<file path="src/rtl/core/sgr_pkg.sv">
// Shared types, constants and the SGR code decoder of the console attribute parser.
package sgr_pkg;

    // Parse modes
    localparam logic [1:0] MODE_NORMAL = 2'd0;
    localparam logic [1:0] MODE_ESC    = 2'd1;
    localparam logic [1:0] MODE_CSI    = 2'd2;

    // Bytes of interest
    localparam logic [7:0] CH_ESC    = 8'h1B;
    localparam logic [7:0] CH_LBRACK = 8'h5B;
    localparam logic [7:0] CH_SEMI   = 8'h3B;
    localparam logic [7:0] CH_M      = 8'h6D;
    localparam logic [7:0] CH_NL     = 8'h0A;
    localparam logic [7:0] CH_CR     = 8'h0D;
    localparam logic [7:0] CH_ZERO   = 8'h30;
    localparam logic [7:0] CH_NINE   = 8'h39;

    // Attribute bits
    localparam logic [6:0] FG_ALL   = 7'h07;
    localparam logic [6:0] FG_INT   = 7'h08;
    localparam logic [6:0] BG_ALL   = 7'h70;
    localparam logic [6:0] ATTR_RST = 7'h07;

    // SGR codes
    localparam logic [7:0] SGR_RESET      = 8'd0;
    localparam logic [7:0] SGR_BOLD       = 8'd1;
    localparam logic [7:0] SGR_DIM        = 8'd2;
    localparam logic [7:0] SGR_HIDE       = 8'd8;
    localparam logic [7:0] SGR_FG_BASE    = 8'd30;
    localparam logic [7:0] SGR_FG_CYAN    = 8'd36;
    localparam logic [7:0] SGR_FG_WHITE   = 8'd37;
    localparam logic [7:0] SGR_FG_DEFAULT = 8'd39;
    localparam logic [7:0] SGR_BG_BASE    = 8'd40;
    localparam logic [7:0] SGR_BG_RED     = 8'd41;
    localparam logic [7:0] SGR_BG_CYAN    = 8'd46;
    localparam logic [7:0] SGR_BG_WHITE   = 8'd47;
    localparam logic [7:0] SGR_BG_DEFAULT = 8'd49;

    // Result kinds
    localparam logic [1:0] KIND_CHAR = 2'd0;
    localparam logic [1:0] KIND_ATTR = 2'd1;
    localparam logic [1:0] KIND_ERR  = 2'd2;

    // Command bodies passed from front to back
    localparam logic [2:0] BODY_NONE = 3'd0;
    localparam logic [2:0] BODY_CHAR = 3'd1;
    localparam logic [2:0] BODY_ATTR = 3'd2;
    localparam logic [2:0] BODY_ERR  = 3'd3;
    localparam logic [2:0] BODY_NL   = 3'd4;

    // Queue geometry (both queues)
    localparam int QDEPTH = 4;
    localparam int QIDX_W = $clog2(QDEPTH);
    localparam int QCNT_W = $clog2(QDEPTH + 1);

    // Config register indexes
    localparam logic CFG_SILENT    = 1'b0;
    localparam logic CFG_INIT_ATTR = 1'b1;

    typedef struct packed {
        logic       pre_esc;
        logic [2:0] body;
        logic [7:0] ch;
        logic [6:0] attr1;
        logic [6:0] attr2;
    } cmd_t;

    typedef struct packed {
        logic [1:0] kind;
        logic [7:0] ch;
        logic [6:0] attr;
        logic       last;
    } res_t;

    // ANSI colour index to R=4,G=2,B=1: a bit reversal
    function automatic logic [2:0] ansi_to_rgb(input logic [2:0] idx);
        return {idx[0], idx[1], idx[2]};
    endfunction

    function automatic logic [6:0] apply_code(input logic [6:0] a, input logic [7:0] code);
        logic [6:0] r;
        logic [7:0] fg_off;
        logic [7:0] bg_off;
        r      = a;
        fg_off = code - SGR_FG_BASE;
        bg_off = code - SGR_BG_BASE;
        case (code)
            SGR_RESET:                      r = ATTR_RST;
            SGR_BOLD:                       r = a | FG_INT;
            SGR_DIM:                        r = (a & ~FG_ALL) | FG_INT;
            SGR_HIDE:                       r = '0;
            SGR_FG_WHITE, SGR_FG_DEFAULT:   r = a | FG_ALL;
            SGR_BG_BASE, SGR_BG_DEFAULT:    r = a & ~BG_ALL;
            SGR_BG_WHITE:                   r = a | BG_ALL;
            default:
            begin
                if (code inside {[SGR_FG_BASE:SGR_FG_CYAN]})
                begin
                    r = {a[6:3], ansi_to_rgb(fg_off[2:0])};
                end
                else if (code inside {[SGR_BG_RED:SGR_BG_CYAN]})
                begin
                    r = {ansi_to_rgb(bg_off[2:0]), a[3:0]};
                end
            end
        endcase
        return r;
    endfunction

endpackage

</file>
<file path="src/rtl/core/sgr_back.sv">
// Expansion back: turns each command into its result beats and queues them.
module sgr_back
    import sgr_pkg::*;
(
    input  logic       clk,
    input  logic       rst_n,
    input  logic       cq_empty,
    input  cmd_t       cq_cmd,
    output logic       cq_pop,
    input  logic       pop,
    output logic       empty,
    output logic [1:0] kind,
    output logic [7:0] char_value,
    output logic [6:0] attribute,
    output logic       last
);

    res_t              mem_reg [QDEPTH];
    logic [QIDX_W-1:0] wr_ptr_reg, rd_ptr_reg;
    logic [QCNT_W-1:0] cnt_reg, cnt_next;
    logic [2:0]        step_reg;

    logic       rq_full;
    logic       gen;
    logic       do_rd;
    logic [2:0] body_len;
    logic [2:0] total;
    logic [2:0] j;
    res_t       res;

    assign rq_full = (cnt_reg == QCNT_W'(QDEPTH));
    assign empty   = (cnt_reg == '0);
    assign gen     = !cq_empty && !rq_full;
    assign do_rd   = pop && !empty;

    always_comb
    begin
        case (cq_cmd.body)
            BODY_CHAR, BODY_ATTR, BODY_ERR: body_len = 3'd1;
            BODY_NL:                        body_len = 3'd4;
            default:                        body_len = 3'd0;
        endcase
        total = body_len + {2'b00, cq_cmd.pre_esc};
        j     = step_reg - {2'b00, cq_cmd.pre_esc};

        res.kind = KIND_CHAR;
        res.ch   = '0;
        res.attr = '0;
        res.last = (step_reg == total - 3'd1);
        if (cq_cmd.pre_esc && step_reg == 3'd0)
        begin
            res.ch = CH_ESC;
        end
        else
        begin
            case (cq_cmd.body)
                BODY_CHAR:
                begin
                    res.ch = cq_cmd.ch;
                end
                BODY_ATTR:
                begin
                    res.kind = KIND_ATTR;
                    res.attr = cq_cmd.attr1;
                end
                BODY_ERR:
                begin
                    res.kind = KIND_ERR;
                    res.ch   = cq_cmd.ch;
                end
                BODY_NL:
                begin
                    case (j)
                        3'd0:
                        begin
                            res.kind = KIND_ATTR;
                            res.attr = cq_cmd.attr1;
                        end
                        3'd1:    res.ch = CH_CR;
                        3'd2:    res.ch = CH_NL;
                        default:
                        begin
                            res.kind = KIND_ATTR;
                            res.attr = cq_cmd.attr2;
                        end
                    endcase
                end
                default:
                begin
                    res.ch = '0;
                end
            endcase
        end
    end

    assign cq_pop = gen && res.last;

    always_comb
    begin
        cnt_next = cnt_reg;
        if (gen && !do_rd)
        begin
            cnt_next = cnt_reg + 1'b1;
        end
        else if (!gen && do_rd)
        begin
            cnt_next = cnt_reg - 1'b1;
        end
    end

    always_ff @(posedge clk or negedge rst_n)
    begin
        if (!rst_n)
        begin
            wr_ptr_reg <= '0;
            rd_ptr_reg <= '0;
            cnt_reg    <= '0;
            step_reg   <= '0;
        end
        else
        begin
            cnt_reg <= cnt_next;
            if (gen)
            begin
                wr_ptr_reg <= wr_ptr_reg + 1'b1;
                step_reg   <= res.last ? 3'd0 : step_reg + 3'd1;
            end
            if (do_rd)
            begin
                rd_ptr_reg <= rd_ptr_reg + 1'b1;
            end
        end
    end

    always_ff @(posedge clk)
    begin
        if (gen)
        begin
            mem_reg[wr_ptr_reg] <= res;
        end
    end

    assign kind       = mem_reg[rd_ptr_reg].kind;
    assign char_value = mem_reg[rd_ptr_reg].ch;
    assign attribute  = mem_reg[rd_ptr_reg].attr;
    assign last       = mem_reg[rd_ptr_reg].last;

endmodule

</file>
<file path="config.mk">
export PLATFORM = sky130hd
export DESIGN_NAME = sgr_back
export DESIGN_NICKNAME = d
export VERILOG_FILES = /design/src/rtl/core/sgr_pkg.sv /design/src/rtl/core/sgr_back.sv
export SDC_FILE = /design/constraint.sdc
export NUM_CORES = 1
export LEC_CHECK = 0
export BUFFER_PORTS_ARGS = -buffer_cell sky130_fd_sc_hd__buf_2
export CELL_PAD_IN_SITES_DETAIL_PLACEMENT = 1
export CELL_PAD_IN_SITES_GLOBAL_PLACEMENT = 1
export CORE_ASPECT_RATIO = 1.5
export CORE_MARGIN = 2
export CORE_UTILIZATION = 35
export CTS_CLUSTER_SIZE = 10
export DETAILED_ROUTE_END_ITERATION = 8
export PLACE_DENSITY = 0.68
export SLEW_MARGIN = 20
export SYNTH_ARGS = -nofsm -noshare
export SYNTH_HDL_FRONTEND = slang
export SYNTH_SLANG_ARGS = --single-unit
</file>
<file path="constraint.sdc">
create_clock -name clk -period 2.6 [get_ports clk]
set_clock_uncertainty 0.2 [all_clocks]
set_input_delay 0 -clock clk [delete_from_list [all_inputs] [get_ports clk]]
set_output_delay 0 -clock clk [all_outputs]
set_load 0.1 [all_outputs]
</file>
# ---- After elaboration in Yosys (flattened, before gate mapping)
# Memory sizes are Yosys's and may differ from the RTL's.
# Cells that the tools add are included.
# W data, S select, Z words.
dict set report totals {
  ff_bits 10
  ram_bits 72
  inputBits 30
  word_cells 54
  n_memories 1
}
dict set report op_classes {
  n_addsub 8
  eq_ne 8
  n_mux 15
  reduce_logical 18
}
# memory depth width rd rd_clocked_by_memory_dff write_ports line_no
set mem_list {}
lappend mem_list {mem_reg 4 18 1 0 1 sgr_back.sv:18} ;# res_t mem_reg [QDEPTH];
# op count
set op_table {}
lappend op_table {{$pmux W7 S2} 2}
lappend op_table {{$pmux W8 S2} 1}
lappend op_table {{$eq A3 B2 Y1 const B} 3}
lappend op_table {{$logic_not A3 Y1} 3}
lappend op_table {{$mux W3} 3}
lappend op_table {{$mux W8} 1}
lappend op_table {{$pmux W4 S2} 1}
lappend op_table {{$mux W7} 1}
lappend op_table {{$add A3 B1 Y3 const B} 2}
lappend op_table {{$eq A3 B1 Y1 const B} 2}
lappend op_table {{$eq A3 B3 Y1 const B} 2}
lappend op_table {{$logic_and A1 B1 Y1} 6}
lappend op_table {{$pmux W2 S3} 1}
lappend op_table {{$pmux W3 S2} 1}
lappend op_table {{$sub A3 B1 Y3 const B} 2}
lappend op_table {{$logic_not A1 Y1} 5}
lappend op_table {{$add A2 B1 Y2 const B} 2}
lappend op_table {{$reduce_or A2 Y1} 2}
lappend op_table {{$add A3 B1 Y3} 1}
lappend op_table {{$eq A3 B3 Y1} 1}
lappend op_table {{$mux W1} 3}
lappend op_table {{$reduce_or A3 Y1} 1}
lappend op_table {{$sub A3 B1 Y3} 1}
lappend op_table {{$mux W2} 1}
lappend op_table {{$reduce_bool A2 Y1} 1}

# ---- Depth between registers and ports, before layout
dict set report depth {
  word_depth 7
  mapped_depth 10
}

# ---- Worst setup path before layout
# No wires, ideal clock.
dict set report synth_timing {
  kind {flip-flop to flip-flop}
  from {register cnt_reg[0]}
  to {register cnt_reg[2]}
  arrival_time_ns 3.855
  required_time_ns 2.321
  setup_slack_ns -1.535
  path_stages_with_launch 9
  path_cell_list {dfrtp_1 > nor3_1 > nand2b_1 > ha_1 > inv_1 > fa_1 > xor2_1 > nor2_1 > xor2_1}
}
dict set report synth_via {
  elab_chain_len 6
  word_cells_on_any_way 15
}
# element line_no
set synth_lines {}
lappend synth_lines {{from (decl)} sgr_back.sv:20} ;# logic [QCNT_W-1:0] cnt_reg, cnt_next;
lappend synth_lines {{from (signal assigned)} sgr_back.sv:122} ;# cnt_reg <= cnt_next;
lappend synth_lines {{$logic_not A3 Y1 *} sgr_back.sv:32} ;# assign empty = (cnt_reg == '0);
lappend synth_lines {{via empty} sgr_back.sv:11} ;# output logic empty,
lappend synth_lines {{$logic_not A1 Y1 *} sgr_back.sv:34} ;# assign do_rd = pop && !empty;
lappend synth_lines {{$logic_and A1 B1 Y1 *} sgr_back.sv:34}
lappend synth_lines {{$logic_not A1 Y1} sgr_back.sv:101} ;# if (gen && !do_rd)
lappend synth_lines {{$logic_and A1 B1 Y1} sgr_back.sv:101}
lappend synth_lines {{$mux W3 or $reduce_bool A2 Y1 (tied branches)} --}
# Mark *: on every way through the listed nets, which the timed path passes. The rest lies on a longest branch. The select of a mux whose other input is x is not followed.
# A chain may end at the register's enable or synchronous reset.

==> impl_metrics.toml <==
[cells_and_area]
fin_nets = 334
antennaDiodeCount = 0
area_growth_pct = 29.8
largest_register_ff_count = 72
final_util_pct = 46.0
layout-drive-gt1-share_pct = 34.7

[synthesis]
ys.warnings.count = 0
synth_top_flop_cell = "edfxtp_1"
synth_enable_flop_cells = 72
netlist_area_um2 = 3550
yosys.area.top_type = "edfxtp_1"
synthTopCellsByArea = "edfxtp_1 61%, mux4_2 11%, dfrtp_1 7.1%, ha_1 3.5%, a22o_1 1.7%"
async_reset_ff_share_pct = 12.2
synth_cell_types = 36
syn-num-nets = 244
synthCells = 203
yosysMostFrequentCell = "edfxtp_1"
ys_top_cells_by_count = "72 x edfxtp_1, 18 x mux4_2, 13 x nand2_1"
ys_seq_area_share_pct = 68.0
yosys.area.top_type_share_pct = 60.9
synth-seq-cells = 82
synth_area_per_cell_um2 = 17.5

[global_route]
use_met2_pct = 27.1
use_met1_pct = 16.6
grt_start_max_net_pins = 19
top_usage_layer = "met2"
overflow = 0
grtUsageMet3_pct = 4.20
antenna_found_initial = 0
grt_usage_pct = 15.0
grt_pass1_vias = 2264
grt_pass1_wl_um = 11900

[placement]
dp_hpwl_um = 5190
portBuffers = 49
gp_congestion = 0.722

[sta]
fmax_mhz = 421
tightest_slew_ns = 0.519
setup_viol = 0
final_max_slew_viol_count = 0
rsz0062_at_grt = "no"
period_needed_ns = 2.37
relSlewSlack_pct = 65.3
final.setup.tns_ns = 0
final_hold_viol_count = 0
fin_crit_sh_pct = 91.3

[worst_setup_path]
cp.arrival_ns = 2.30
crit_type = "reg2reg"
worstPathMaxFanout = 5
endpoint_kind = "flop"
start_kind = "flop"
cp.required_ns = 2.53

[route]
vias = 2079
wirelength_um = 7450
dr.pass1.iters = 4
ant_nets = 0
drc = 0
first_iter_violations = 93
wl_per_cell_um = 18.0
vias_per_cell = 5.02

[clock_network]
cts_tree = "done"
h-tree-depth = 3
clk_latency_ns = 0.34
cts_sinks = 82
clockRootBuffer = "clkbuf_16"
cts_made_buffers = 9
cts_buffer_depth = 2
post_cts_buffers = 0
clkSlewWorstSetupHoldPaths_ns = 0.06

[floorplan]
die_area_um2 = 11000
die_x_um = 86.2
num_io_pins = 50
num_rows = 45
die_h_um = 127
initial_core_util_pct = 35.4
core_area_um2 = 10000

[flow_run]
drv_cap = 0

[status]
status = "completed"

[worst_hold_path]
hold_path_class = "in2reg"
worst max-delay path, cell delays in order, from the launching register on:
cell	delay (ns)
dfrtp_1	0.41
inv_1	0.10
ha_1	0.19
ha_1	0.19
xnor2_1	0.30
nand3_1	0.17
or2_2	0.33
a21oi_1	0.28
final timing paths:
kind | from | end | slack (ns) | cells after the start
setup / recovery | step_reg[0] | mem_reg[0][10] | 0.23 | 7
setup reg to reg | step_reg[0] | mem_reg[0][10] | 0.23 | 7
hold / removal | cq_cmd[22] | mem_reg[2][16] | 0.03 | 3
hold reg to reg | rd_ptr_reg[1] | rd_ptr_reg[1] | 0.28 | 1
max in group asynchronous | rst_n | cnt_reg[2] | 1.36 | 3
min in group asynchronous | rst_n | wr_ptr_reg[1] | 0.49 | 3
cells in the final DEF, fill, tap and decap left out, types with 2 or more instances in the layout:
cell and n:
inv_1 7, nand2_1 13, clkbuf_16 9, xor2_1 4, dfrtp_1 10, buf_12 2, mux4_2 18, xnor2_1 7
nand3b_1 3, buf_4 8, dlygate4sd3_1 27, buf_2 49, and2_1 5, ha_1 9, clkinv_2 2, o21ai_0 3
and3_1 5, a22o_1 7, a21oi_1 3, nor2_1 5, nand3_1 5, edfxtp_1 72
layout make-up:
type / instances / area [µm²]
inverter: 8 / 30.0
clock inverter: 5 / 56.3
clock buffer: 10 / 229
tap: 117 / 146
sequential: 82 / 2410
timing repair buffer: 86 / 616
multi-input combinational: 106 / 1120
fill: 1008 / 5420
kinds of logic after synthesis:
logic type | count (synthesis) | synth area share (%)
compound gates | 19 | 3.98
xor+xnor | 12 | 3.35
fa+ha+maj | 11 | 4.09
buf+inv | 15 | 1.69
flops | 82 | 68.0
mux | 20 | 12.0
simple gates | 44 | 6.88
timing repair:
item / 4_1_cts / 5_1_grt
setup endpoints to repair: 0 / 28
resized for setup: 0 / 1
hold endpoints to repair: 80 / 0
hold buffers: 27 / 0
per-stage QoR:
step           area [µm²]  std cells  hold WS, ns  setup slack (ns)
2_1_floorplan        3590        203       -0.496            -0.123
3_3_place_gp         4050        372       -0.318             0.182
3_5_place_dp         4050        372       -0.317            0.0632
4_1_cts              4600        414       0.0148            0.0437
5_1_grt              4610        414       0.0385            0.0399
6_report             4610        414       0.0288             0.227
metal layers:
metal,routed length (µm),vias up
met5,0,-
met4,134,0
met3,297,11
met2,4140,44
met1,2880,1055
li1,-,969
Power is left out: the tool's default activity adds up to more than one toggle a clock period on the data nets, which glitch-free logic cannot reach.
