==> config.mk <==
export PLATFORM = sky130hd
export DESIGN_NAME = sgr_cmdq
export DESIGN_NICKNAME = d
export VERILOG_FILES = /design/src/rtl/core/sgr_pkg.sv /design/src/rtl/core/sgr_cmdq.sv
export SDC_FILE = /design/constraint.sdc
export NUM_CORES = 1
export LEC_CHECK = 0
export BUFFER_PORTS_ARGS = -buffer_cell sky130_fd_sc_hd__buf_4
export CORE_ASPECT_RATIO = 0.75
export CORE_MARGIN = 2
export CORE_UTILIZATION = 60
export CTS_CLUSTER_DIAMETER = 80
export DETAILED_ROUTE_END_ITERATION = 7
export MAX_ROUTING_LAYER = met4
export PLACE_DENSITY = 0.83
export SYNTH_ARGS = -nofsm -noshare
export SYNTH_HDL_FRONTEND = slang
export SYNTH_SLANG_ARGS = --single-unit
==> constraint.sdc <==
create_clock -name clk -period 4.5 [get_ports clk]
set_input_delay 0.675 -clock clk [delete_from_list [all_inputs] [get_ports clk]]
set_output_delay 0.675 -clock clk [all_outputs]
set_load 0.1 [all_outputs]
==> src/rtl/core/sgr_pkg.sv <==
// Shared types, constants and the SGR code decoder of the console attribute parser.
package sgr_pkg;

    // Parse modes
    localparam logic [1:0] MODE_NORMAL = 2'd0;
    localparam logic [1:0] MODE_ESC    = 2'd1;
    localparam logic [1:0] MODE_CSI    = 2'd2;

    // Bytes of interest
    localparam logic [7:0] CH_ESC    = 8'h1B;
    localparam logic [7:0] CH_LBRACK = 8'h5B;
    localparam logic [7:0] CH_SEMI   = 8'h3B;
    localparam logic [7:0] CH_M      = 8'h6D;
    localparam logic [7:0] CH_NL     = 8'h0A;
    localparam logic [7:0] CH_CR     = 8'h0D;
    localparam logic [7:0] CH_ZERO   = 8'h30;
    localparam logic [7:0] CH_NINE   = 8'h39;

    // Attribute bits
    localparam logic [6:0] FG_ALL   = 7'h07;
    localparam logic [6:0] FG_INT   = 7'h08;
    localparam logic [6:0] BG_ALL   = 7'h70;
    localparam logic [6:0] ATTR_RST = 7'h07;

    // SGR codes
    localparam logic [7:0] SGR_RESET      = 8'd0;
    localparam logic [7:0] SGR_BOLD       = 8'd1;
    localparam logic [7:0] SGR_DIM        = 8'd2;
    localparam logic [7:0] SGR_HIDE       = 8'd8;
    localparam logic [7:0] SGR_FG_BASE    = 8'd30;
    localparam logic [7:0] SGR_FG_CYAN    = 8'd36;
    localparam logic [7:0] SGR_FG_WHITE   = 8'd37;
    localparam logic [7:0] SGR_FG_DEFAULT = 8'd39;
    localparam logic [7:0] SGR_BG_BASE    = 8'd40;
    localparam logic [7:0] SGR_BG_RED     = 8'd41;
    localparam logic [7:0] SGR_BG_CYAN    = 8'd46;
    localparam logic [7:0] SGR_BG_WHITE   = 8'd47;
    localparam logic [7:0] SGR_BG_DEFAULT = 8'd49;

    // Result kinds
    localparam logic [1:0] KIND_CHAR = 2'd0;
    localparam logic [1:0] KIND_ATTR = 2'd1;
    localparam logic [1:0] KIND_ERR  = 2'd2;

    // Command bodies passed from front to back
    localparam logic [2:0] BODY_NONE = 3'd0;
    localparam logic [2:0] BODY_CHAR = 3'd1;
    localparam logic [2:0] BODY_ATTR = 3'd2;
    localparam logic [2:0] BODY_ERR  = 3'd3;
    localparam logic [2:0] BODY_NL   = 3'd4;

    // Queue geometry (both queues)
    localparam int QDEPTH = 4;
    localparam int QIDX_W = $clog2(QDEPTH);
    localparam int QCNT_W = $clog2(QDEPTH + 1);

    // Config register indexes
    localparam logic CFG_SILENT    = 1'b0;
    localparam logic CFG_INIT_ATTR = 1'b1;

    typedef struct packed {
        logic       pre_esc;
        logic [2:0] body;
        logic [7:0] ch;
        logic [6:0] attr1;
        logic [6:0] attr2;
    } cmd_t;

    typedef struct packed {
        logic [1:0] kind;
        logic [7:0] ch;
        logic [6:0] attr;
        logic       last;
    } res_t;

    // ANSI colour index to R=4,G=2,B=1: a bit reversal
    function automatic logic [2:0] ansi_to_rgb(input logic [2:0] idx);
        return {idx[0], idx[1], idx[2]};
    endfunction

    function automatic logic [6:0] apply_code(input logic [6:0] a, input logic [7:0] code);
        logic [6:0] r;
        logic [7:0] fg_off;
        logic [7:0] bg_off;
        r      = a;
        fg_off = code - SGR_FG_BASE;
        bg_off = code - SGR_BG_BASE;
        case (code)
            SGR_RESET:                      r = ATTR_RST;
            SGR_BOLD:                       r = a | FG_INT;
            SGR_DIM:                        r = (a & ~FG_ALL) | FG_INT;
            SGR_HIDE:                       r = '0;
            SGR_FG_WHITE, SGR_FG_DEFAULT:   r = a | FG_ALL;
            SGR_BG_BASE, SGR_BG_DEFAULT:    r = a & ~BG_ALL;
            SGR_BG_WHITE:                   r = a | BG_ALL;
            default:
            begin
                if (code inside {[SGR_FG_BASE:SGR_FG_CYAN]})
                begin
                    r = {a[6:3], ansi_to_rgb(fg_off[2:0])};
                end
                else if (code inside {[SGR_BG_RED:SGR_BG_CYAN]})
                begin
                    r = {ansi_to_rgb(bg_off[2:0]), a[3:0]};
                end
            end
        endcase
        return r;
    endfunction

endpackage

==> src/rtl/core/sgr_cmdq.sv <==
// Command queue between the parsing front and the expanding back.
module sgr_cmdq
    import sgr_pkg::*;
(
    input  logic clk,
    input  logic rst_n,
    input  logic wr_en,
    input  cmd_t wr_cmd,
    output logic full,
    input  logic rd_en,
    output logic empty,
    output cmd_t rd_cmd
);

    cmd_t              mem_reg [QDEPTH];
    logic [QIDX_W-1:0] wr_ptr_reg, wr_ptr_next;
    logic [QIDX_W-1:0] rd_ptr_reg, rd_ptr_next;
    logic [QCNT_W-1:0] cnt_reg, cnt_next;
    logic              do_wr, do_rd;

    assign full   = (cnt_reg == QCNT_W'(QDEPTH));
    assign empty  = (cnt_reg == '0);
    assign rd_cmd = mem_reg[rd_ptr_reg];
    assign do_wr  = wr_en && !full;
    assign do_rd  = rd_en && !empty;

    always_comb
    begin
        wr_ptr_next = do_wr ? wr_ptr_reg + 1'b1 : wr_ptr_reg;
        rd_ptr_next = do_rd ? rd_ptr_reg + 1'b1 : rd_ptr_reg;
        cnt_next    = cnt_reg;
        if (do_wr && !do_rd)
        begin
            cnt_next = cnt_reg + 1'b1;
        end
        else if (!do_wr && do_rd)
        begin
            cnt_next = cnt_reg - 1'b1;
        end
    end

    always_ff @(posedge clk or negedge rst_n)
    begin
        if (!rst_n)
        begin
            wr_ptr_reg <= '0;
            rd_ptr_reg <= '0;
            cnt_reg    <= '0;
        end
        else
        begin
            wr_ptr_reg <= wr_ptr_next;
            rd_ptr_reg <= rd_ptr_next;
            cnt_reg    <= cnt_next;
        end
    end

    always_ff @(posedge clk)
    begin
        if (do_wr)
        begin
            mem_reg[wr_ptr_reg] <= wr_cmd;
        end
    end

endmodule

# After elaboration in Yosys (flattened, before gate mapping)
# Memory sizes are Yosys's and may differ from the RTL's.
# Index checks and enable logic that the tools add are counted.
# totals
ff_bits	7
mem_bits_rw	104
in_bits	30
out_inout_bits	28
n_memories	1
# mem_list
memory	words	word_bits	rd	rd_ports_with_merged_regs	write_ports	line	text
mem_reg	4	26	1	0	1	sgr_cmdq.sv:15	cmd_t mem_reg [QDEPTH];
# op_classes
addsub	4
n_eq_ne	1
mux	4
reduce_logical	10
# ops
op	n
2-to-1 mux 3 bit	2
adder 2 x 1 -> 2 bit, second input constant	2
logical AND 1 bit	4
logical NOT 1 bit	4
adder 3 x 1 -> 3 bit, second input constant	1
equality test 3 bit, second input constant	1
logical NOT 3 bit	1
subtractor 3 x 1 -> 3 bit, second input constant	1
2-to-1 mux 1 bit	2
nonzero test 2 bit	1

# Longest topological paths before layout
# Gate-level depths: netlist of run 1.
# logic_depth
depth_word	7
ltp_mapped	9
depth_no_buf	8

# Least setup slack after synthesis of run 1
# No wires, ideal clock.
# synth_timing
path_kind	register to register
from	register cnt_reg[0]
to	register cnt_reg[1]
setup_ps	125
arrival_ps	2939
slack_ps	1436
stages_incl_launch_ff	8
period_less_slack_ps	3064
path_cell_list	dfrtp_1 > nor3b_2 > nor2b_1 > buf_6 > ha_1 > inv_1 > fa_1 > mux2_2
# synth_via
word_cells_on_any_way	15
cone_classes	2 x add/sub; 1 x eq/ne; 2 x mux; 10 x reduce/logical
# synth_lines
element	line	text
start: declaration	sgr_cmdq.sv:18	logic [QCNT_W-1:0] cnt_reg, cnt_next;
start signal: assignment	sgr_cmdq.sv:54	cnt_reg <= cnt_next;
equality test 3 bit	sgr_cmdq.sv:21	assign full = (cnt_reg == QCNT_W'(QDEPTH));
net full	sgr_cmdq.sv:9	output logic full,
logical NOT 1 bit	sgr_cmdq.sv:24	assign do_wr = wr_en && !full;
logical AND 1 bit	sgr_cmdq.sv:24	
net do_wr	sgr_cmdq.sv:19	logic do_wr, do_rd;
logical AND 1 bit	sgr_cmdq.sv:32	if (do_wr && !do_rd)
2-to-1 mux 3 bit	sgr_cmdq.sv:32	
net cnt_next[1]	sgr_cmdq.sv:18	
# The timed path passes the listed nets, and every way through them passes these cells. The select of a mux whose other input is x is not followed.
# A chain may end at the register's enable or synchronous reset.

==> results.json, run 1 <==
{
  "ys_ff_latch": 111,
  "post-synth-top-area-fraction_pct": 73.8,
  "drv_slew": 0,
  "first_iter_violations": 162,
  "core_area_sq_um": 6830,
  "post_cts_resized": 0,
  "cp-end-kind": "output pin",
  "synth_most_common_cell": "edfxtp_1",
  "wire_per_inst_um": 21.0,
  "tns_ns": 0,
  "synth_flop_cell": "edfxtp_1",
  "avgViaCountPerCell": 5.71,
  "die_w_um": 101,
  "syn-num-nets": 208,
  "row_count": 26,
  "syn2layout_area_growth_pct": 16.9,
  "antenna_found_initial": 0,
  "drive_gt1_share_pct": 40.9,
  "dp_hpwl_um": 4380,
  "fin_crit_ns": 2.96,
  "final_nets": 273,
  "largest_reg_flops": 104,
  "drc": 0,
  "path_clk_slew_ns": 0.10,
  "multiInputGateArea_sq_um": 840,
  "grt_usage_pct": 20.0,
  "grt_pass1_vias": 2014,
  "clkLatencyLatePin_ns": 0.36,
  "seq_area_frac_synth_pct": 78.0,
  "outcome": "complete, no violations",
  "tightest_slew_ns": 1.27,
  "maxCapViolCount": 0,
  "start_util_pct": 61.9,
  "clock.fmax_ghz": 0.338,
  "setup_ws_ns": 1.54,
  "cp.arrival_ns": 2.28,
  "num_antenna_cells": 0,
  "ys_top_cells_by_area": "edfxtp_1 74%, mux4_2 9.6%, mux4_1 5.0%, dfrtp_1 4.1%, ha_1 1.5%",
  "async_flop_share_pct": 6.31,
  "grt_max_degree": 29,
  "root_buffer": "clkbuf_8",
  "regArea_sq_um": 3300,
  "hold_viol_final": 0,
  "fillers": 404,
  "cts_setup_buffers": 0,
  "synth_warnings": 0,
  "critical_path.startpoint_type": "register",
  "synth_cells": 172,
  "hold_buffers": 0,
  "setup_viol": 0,
  "yosysTopAreaCell": "edfxtp_1",
  "ant_nets": 0,
  "cts_buffer_depth": 2,
  "syn_area_sq_um": 4230,
  "cts.sinks": 111,
  "pre_cts_slack_ns": 1.86,
  "port_buffers": 57,
  "grt_first_pass_wirelength_um": 10800,
  "synthTopCellsByCount": "104 x edfxtp_1, 18 x mux4_2, 8 x mux4_1, 7 x dfrtp_1, 5 x ha_1",
  "grt_remaining_overflow": 0,
  "finalClockSkew_ns": 0.0114,
  "die-area_sq_um": 7750,
  "critical_path_class": "reg -> out",
  "fin_hold_ws_ns": 0.115,
  "syn_avg_cell_area_sq_um": 24.6,
  "cts_htree_levels": 3,
  "crit_fanout": 27,
  "gp_congestion": 0.818,
  "synth-edff-count": 104,
  "crit_required_ns": 3.83,
  "cts_made_buffers": 9,
  "fin_crit_sh_pct": 65.7,
  "drt_first_pass_iters": 4,
  "ioPinCount": 58,
  "die_h_um": 76.7,
  "rsz0062_at_grt": "false",
  "vias": 1861,
  "ys_types": 21,
  "min_path_type": "in -> async",
  "maxSlewHeadroom_pct": 15.3,
  "totalWireLength_um": 6840,
  "cts_tree": "done"
}
[layout make-up]
| type | instances | area share (%) |
|---|---|---|
| well taps | 84 | 2.13 |
| inverters | 4 | 0.304 |
| clock inverters | 7 | 2.10 |
| repair buffers | 61 | 9.26 |
| clock buffers | 9 | 2.51 |
| flip-flops and latches | 111 | 66.7 |
| multi-input cells | 50 | 17.0 |
[layer usage]
layer / up-vias / global-route usage [%] / wire [um]
met3: 2 / 5.56 / 341
met5: - / - / 0
met4: 0 / 4.73 / 25
met2: 58 / 31.9 / 3550
li1: 845 / - / -
met1: 956 / 26.3 / 2920
[placed cells by master (no fill, tap or decap), types with 2 or more instances in the layout]
master / netlist / final
and2_1: 4 / 4
dfrtp_1: 7 / 6
bufinv_16: 0 / 2
clkinvlp_4: 0 / 2
ha_1: 5 / 5
mux4_2: 18 / 18
buf_4: 0 / 61
edfxtp_1: 104 / 104
xor2_1: 2 / 2
clkbuf_8: 0 / 9
mux4_1: 8 / 8
xnor2_1: 4 / 4
inv_1: 4 / 4
[kinds of logic (layout without fill, tap and decap cells)]
logic type	after synthesis	count (layout)	synth area share [%]
DFF	111	111	78.0
muxes	28	28	15.2
buffers and inverters	11	81	2.19
and+or+nand+nor	10	10	1.48
adders and majority gates	6	6	1.95
xor gates and xnor gates	6	6	1.24
[per-stage QoR]
step,cell area (sq um),std cells,utilization [%]
after CTS,4940,326,72.4
after global routing,4940,326,72.4
final,4940,326,72.4
after global placement,4720,310,69.0
after detailed placement,4720,310,69.0
after floorplan,4230,172,-
[worst paths after layout]
path | startpoint | endpoint | slack, ns | cells past startpoint
hold reg to reg | cnt_reg[2]$_DFFE_PN0P_ | cnt_reg[2]$_DFFE_PN0P_ | 0.50 | 1
hold / removal | rst_n | cnt_reg[1]$_DFFE_PN0P_ | 0.11 | 1
max in group asynchronous | rst_n | rd_ptr_reg[0]$_DFFE_PN0P_ | 4.25 | 1
setup reg to reg | cnt_reg[2]$_DFFE_PN0P_ | mem_reg[1][21]$_DFFE_PP_ | 2.07 | 4
setup / recovery | rd_ptr_reg[1]$_DFFE_PN0P_ | rd_cmd[13] | 1.54 | 2
min in group clk | cnt_reg[2]$_DFFE_PN0P_ | cnt_reg[2]$_DFFE_PN0P_ | 0.50 | 1
[worst max-delay path, stage by stage (launching register included)]
cell	delay [ns]
dfrtp_1	1.20
mux4_2	0.43
buf_4	0.30
Power of run 1 is left out: the tool's default activity adds up to more than one toggle a clock period on the data nets, which glitch-free logic cannot reach.
==> inputs of run 2 (changes only) <==
Settings changed: ABC_AREA set to 1, CORE_UTILIZATION 60 to 58, PLACE_DENSITY 0.83 to 0.8.
Clock period 4.5 ns to 2.75 ns, I/O delays scaled along.
==> run 2 against run 1 <==
Register-to-register slack worse by 1.4 ns. Worst setup slack worse by 1.2 ns. Die area is 16% higher. Worst hold slack better by 0.13 ns. Via count is 48% higher. Critical path depth is 3 higher. Core utilization is 2.0 points lower. Cell count is 64% higher. Flip-flop and latch count stayed put. Synthesized cell count is 110% higher. Wire length is 22% higher. Critical path type unchanged.
==> results.json, run 2 <==
{
  "synthTopCellsByCount": "104 x edfxtp_1, 96 x nand2_1, 64 x inv_1, 39 x o211ai_2, 13 x o211ai_1",
  "ys_types": 17,
  "num_antenna_cells": 0,
  "outcome": "complete, no violations",
  "grt_remaining_overflow": 0,
  "min_path_type": "in -> reg",
  "drv_slew": 0,
  "die-area_sq_um": 8990,
  "critical_path.startpoint_type": "register",
  "regArea_sq_um": 3300,
  "finalClockSkew_ns": 0.00804,
  "seq_area_frac_synth_pct": 69.0,
  "antenna_found_initial": 0,
  "async_flop_share_pct": 6.31,
  "cts_buffer_depth": 2,
  "synth_warnings": 0,
  "fillers": 559,
  "cp.arrival_ns": 1.98,
  "grt_pass1_vias": 2630,
  "drive_gt1_share_pct": 30.2,
  "cts_htree_levels": 3,
  "ant_nets": 0,
  "grt_first_pass_wirelength_um": 13100,
  "fin_util_pct": 70.4,
  "postLayoutCellArea_sq_um": 5600,
  "synth_cells": 364,
  "drc": 0,
  "syn2layout_area_growth_pct": 17.1,
  "crit_required_ns": 2.34,
  "start_util_pct": 60.1,
  "totalWireLength_um": 8330,
  "hold_viol_final": 0,
  "tns_ns": 0,
  "row_count": 28,
  "post-synth-top-area-fraction_pct": 65.3,
  "synth_flop_cell": "edfxtp_1",
  "syn_avg_cell_area_sq_um": 13.1,
  "cts_tree": "done",
  "multiInputGateArea_sq_um": 1110,
  "clock.fmax_ghz": 0.418,
  "cts_made_buffers": 9,
  "maxCapViolCount": 0,
  "mostFrequentLayoutCells": "104 x edfxtp_1, 96 x nand2_1, 64 x inv_1",
  "cp-end-kind": "output pin",
  "largest_reg_flops": 104,
  "fin_crit_ns": 2.39,
  "critical_path_class": "reg -> out",
  "syn-num-nets": 400,
  "root_buffer": "clkbuf_8",
  "ioPinCount": 58,
  "cts.sinks": 111,
  "path_clk_slew_ns": 0.10,
  "gp_congestion": 0.780,
  "ys_ff_latch": 111,
  "maxSlewHeadroom_pct": 64.2,
  "wire_per_inst_um": 15.5,
  "clkLatencyLatePin_ns": 0.36,
  "final_common_cell": "edfxtp_1",
  "tightest_slew_ns": 0.537,
  "grt_max_degree": 46,
  "synth_most_common_cell": "edfxtp_1",
  "vias": 2751,
  "synth-edff-count": 104,
  "yosysTopAreaCell": "edfxtp_1",
  "setup_viol": 0,
  "grt_usage_pct": 20.7,
  "first_iter_violations": 156,
  "ys_top_cells_by_area": "edfxtp_1 65%, o211ai_2 10%, nand2_1 7.5%, inv_1 5.0%, dfrtp_1 3.7%",
  "port_buffers": 57,
  "crit_fanout": 45,
  "final_cell_count_no_fill": 536,
  "syn_area_sq_um": 4780,
  "die_h_um": 82.6,
  "final_nets": 462,
  "die_w_um": 109,
  "avgViaCountPerCell": 5.13,
  "dpl-instance-area_sq_um": 5340,
  "dp_hpwl_um": 5320,
  "rsz0062_at_grt": "false",
  "core_area_sq_um": 7950,
  "place_inst": 519,
  "drt_first_pass_iters": 4,
  "fin_crit_sh_pct": 87.1
}
run 2: changes by cell type after synthesis, sizes merged, moves of 4 or more:
cell / delta
o211ai: +52
inv: +65
nand3: +6
nand2: +95
mux4: -26
buf: +9
and2: -4
run 2: final timing paths:
kind / startpoint / end / slack, ns / cells past startpoint
setup / recovery: rd_ptr_reg[0]$_DFFE_PN0P_ / rd_cmd[11] / 0.36 / 5
hold / removal: wr_cmd[19] / mem_reg[2][19]$_DFFE_PP_ / 0.25 / 1
setup reg to reg: cnt_reg[0]$_DFFE_PN0P_ / cnt_reg[2]$_DFFE_PN0P_ / 0.68 / 11
hold reg to reg: cnt_reg[2]$_DFFE_PN0P_ / cnt_reg[2]$_DFFE_PN0P_ / 0.56 / 2
max in group asynchronous: rst_n / wr_ptr_reg[1]$_DFFE_PN0P_ / 2.24 / 2
min in group asynchronous: rst_n / cnt_reg[2]$_DFFE_PN0P_ / 0.39 / 2
run 2: per-layer routing:
metal  track usage (%)  vias to the layer above  part of all wire (%)
li1                  -                     1362                     -
met2              33.6                       95                    49
met5                 -                        -                     0
met4              5.90                        0                  0.36
met1              26.1                     1290                    44
met3              5.57                        4                   6.3
run 2: stage by stage:
stage               hold slack (ns)  worst slack, ns
floorplan                     0.117            0.500
global placement              0.232            0.796
detailed placement            0.231            0.731
CTS                           0.224            0.332
global route                  0.216            0.201
finish                        0.247            0.356
run 2: cells by family after synthesis:
kind of cell    after synthesis  synth area share (%)
compound gates               53                  12.4
buf+inv                      85                  8.01
xor+xnor                      1                 0.183
flops                       111                  69.0
fa+ha+maj                     6                  1.73
simple gates                108                  8.72
run 2: timing repair:
| action | in CTS | in global routing |
|---|---|---|
| resized for setup | 0 | 0 |
| endpoints found under the hold margin | 7 | 0 |
| setup buffers | 0 | 0 |
| hold buffers | 1 | 0 |
run 2: cell type report:
cell class,instances,share of cell area (%)
inverters,69,4.67
multi-input cells,168,19.9
clock buffers,9,2.21
clock inverters,7,2.26
repair buffers,67,9.70
flip-flops and latches,111,58.9
well taps,105,2.35
run 2: worst max-delay path, stage by stage (launching register included):
cell      delay [ns]
dfrtp_1         0.43
inv_4           0.41
buf_12          0.26
o211ai_1        0.10
nand2_1         0.10
buf_4           0.29
Power of run 2 is left out for the same reason.
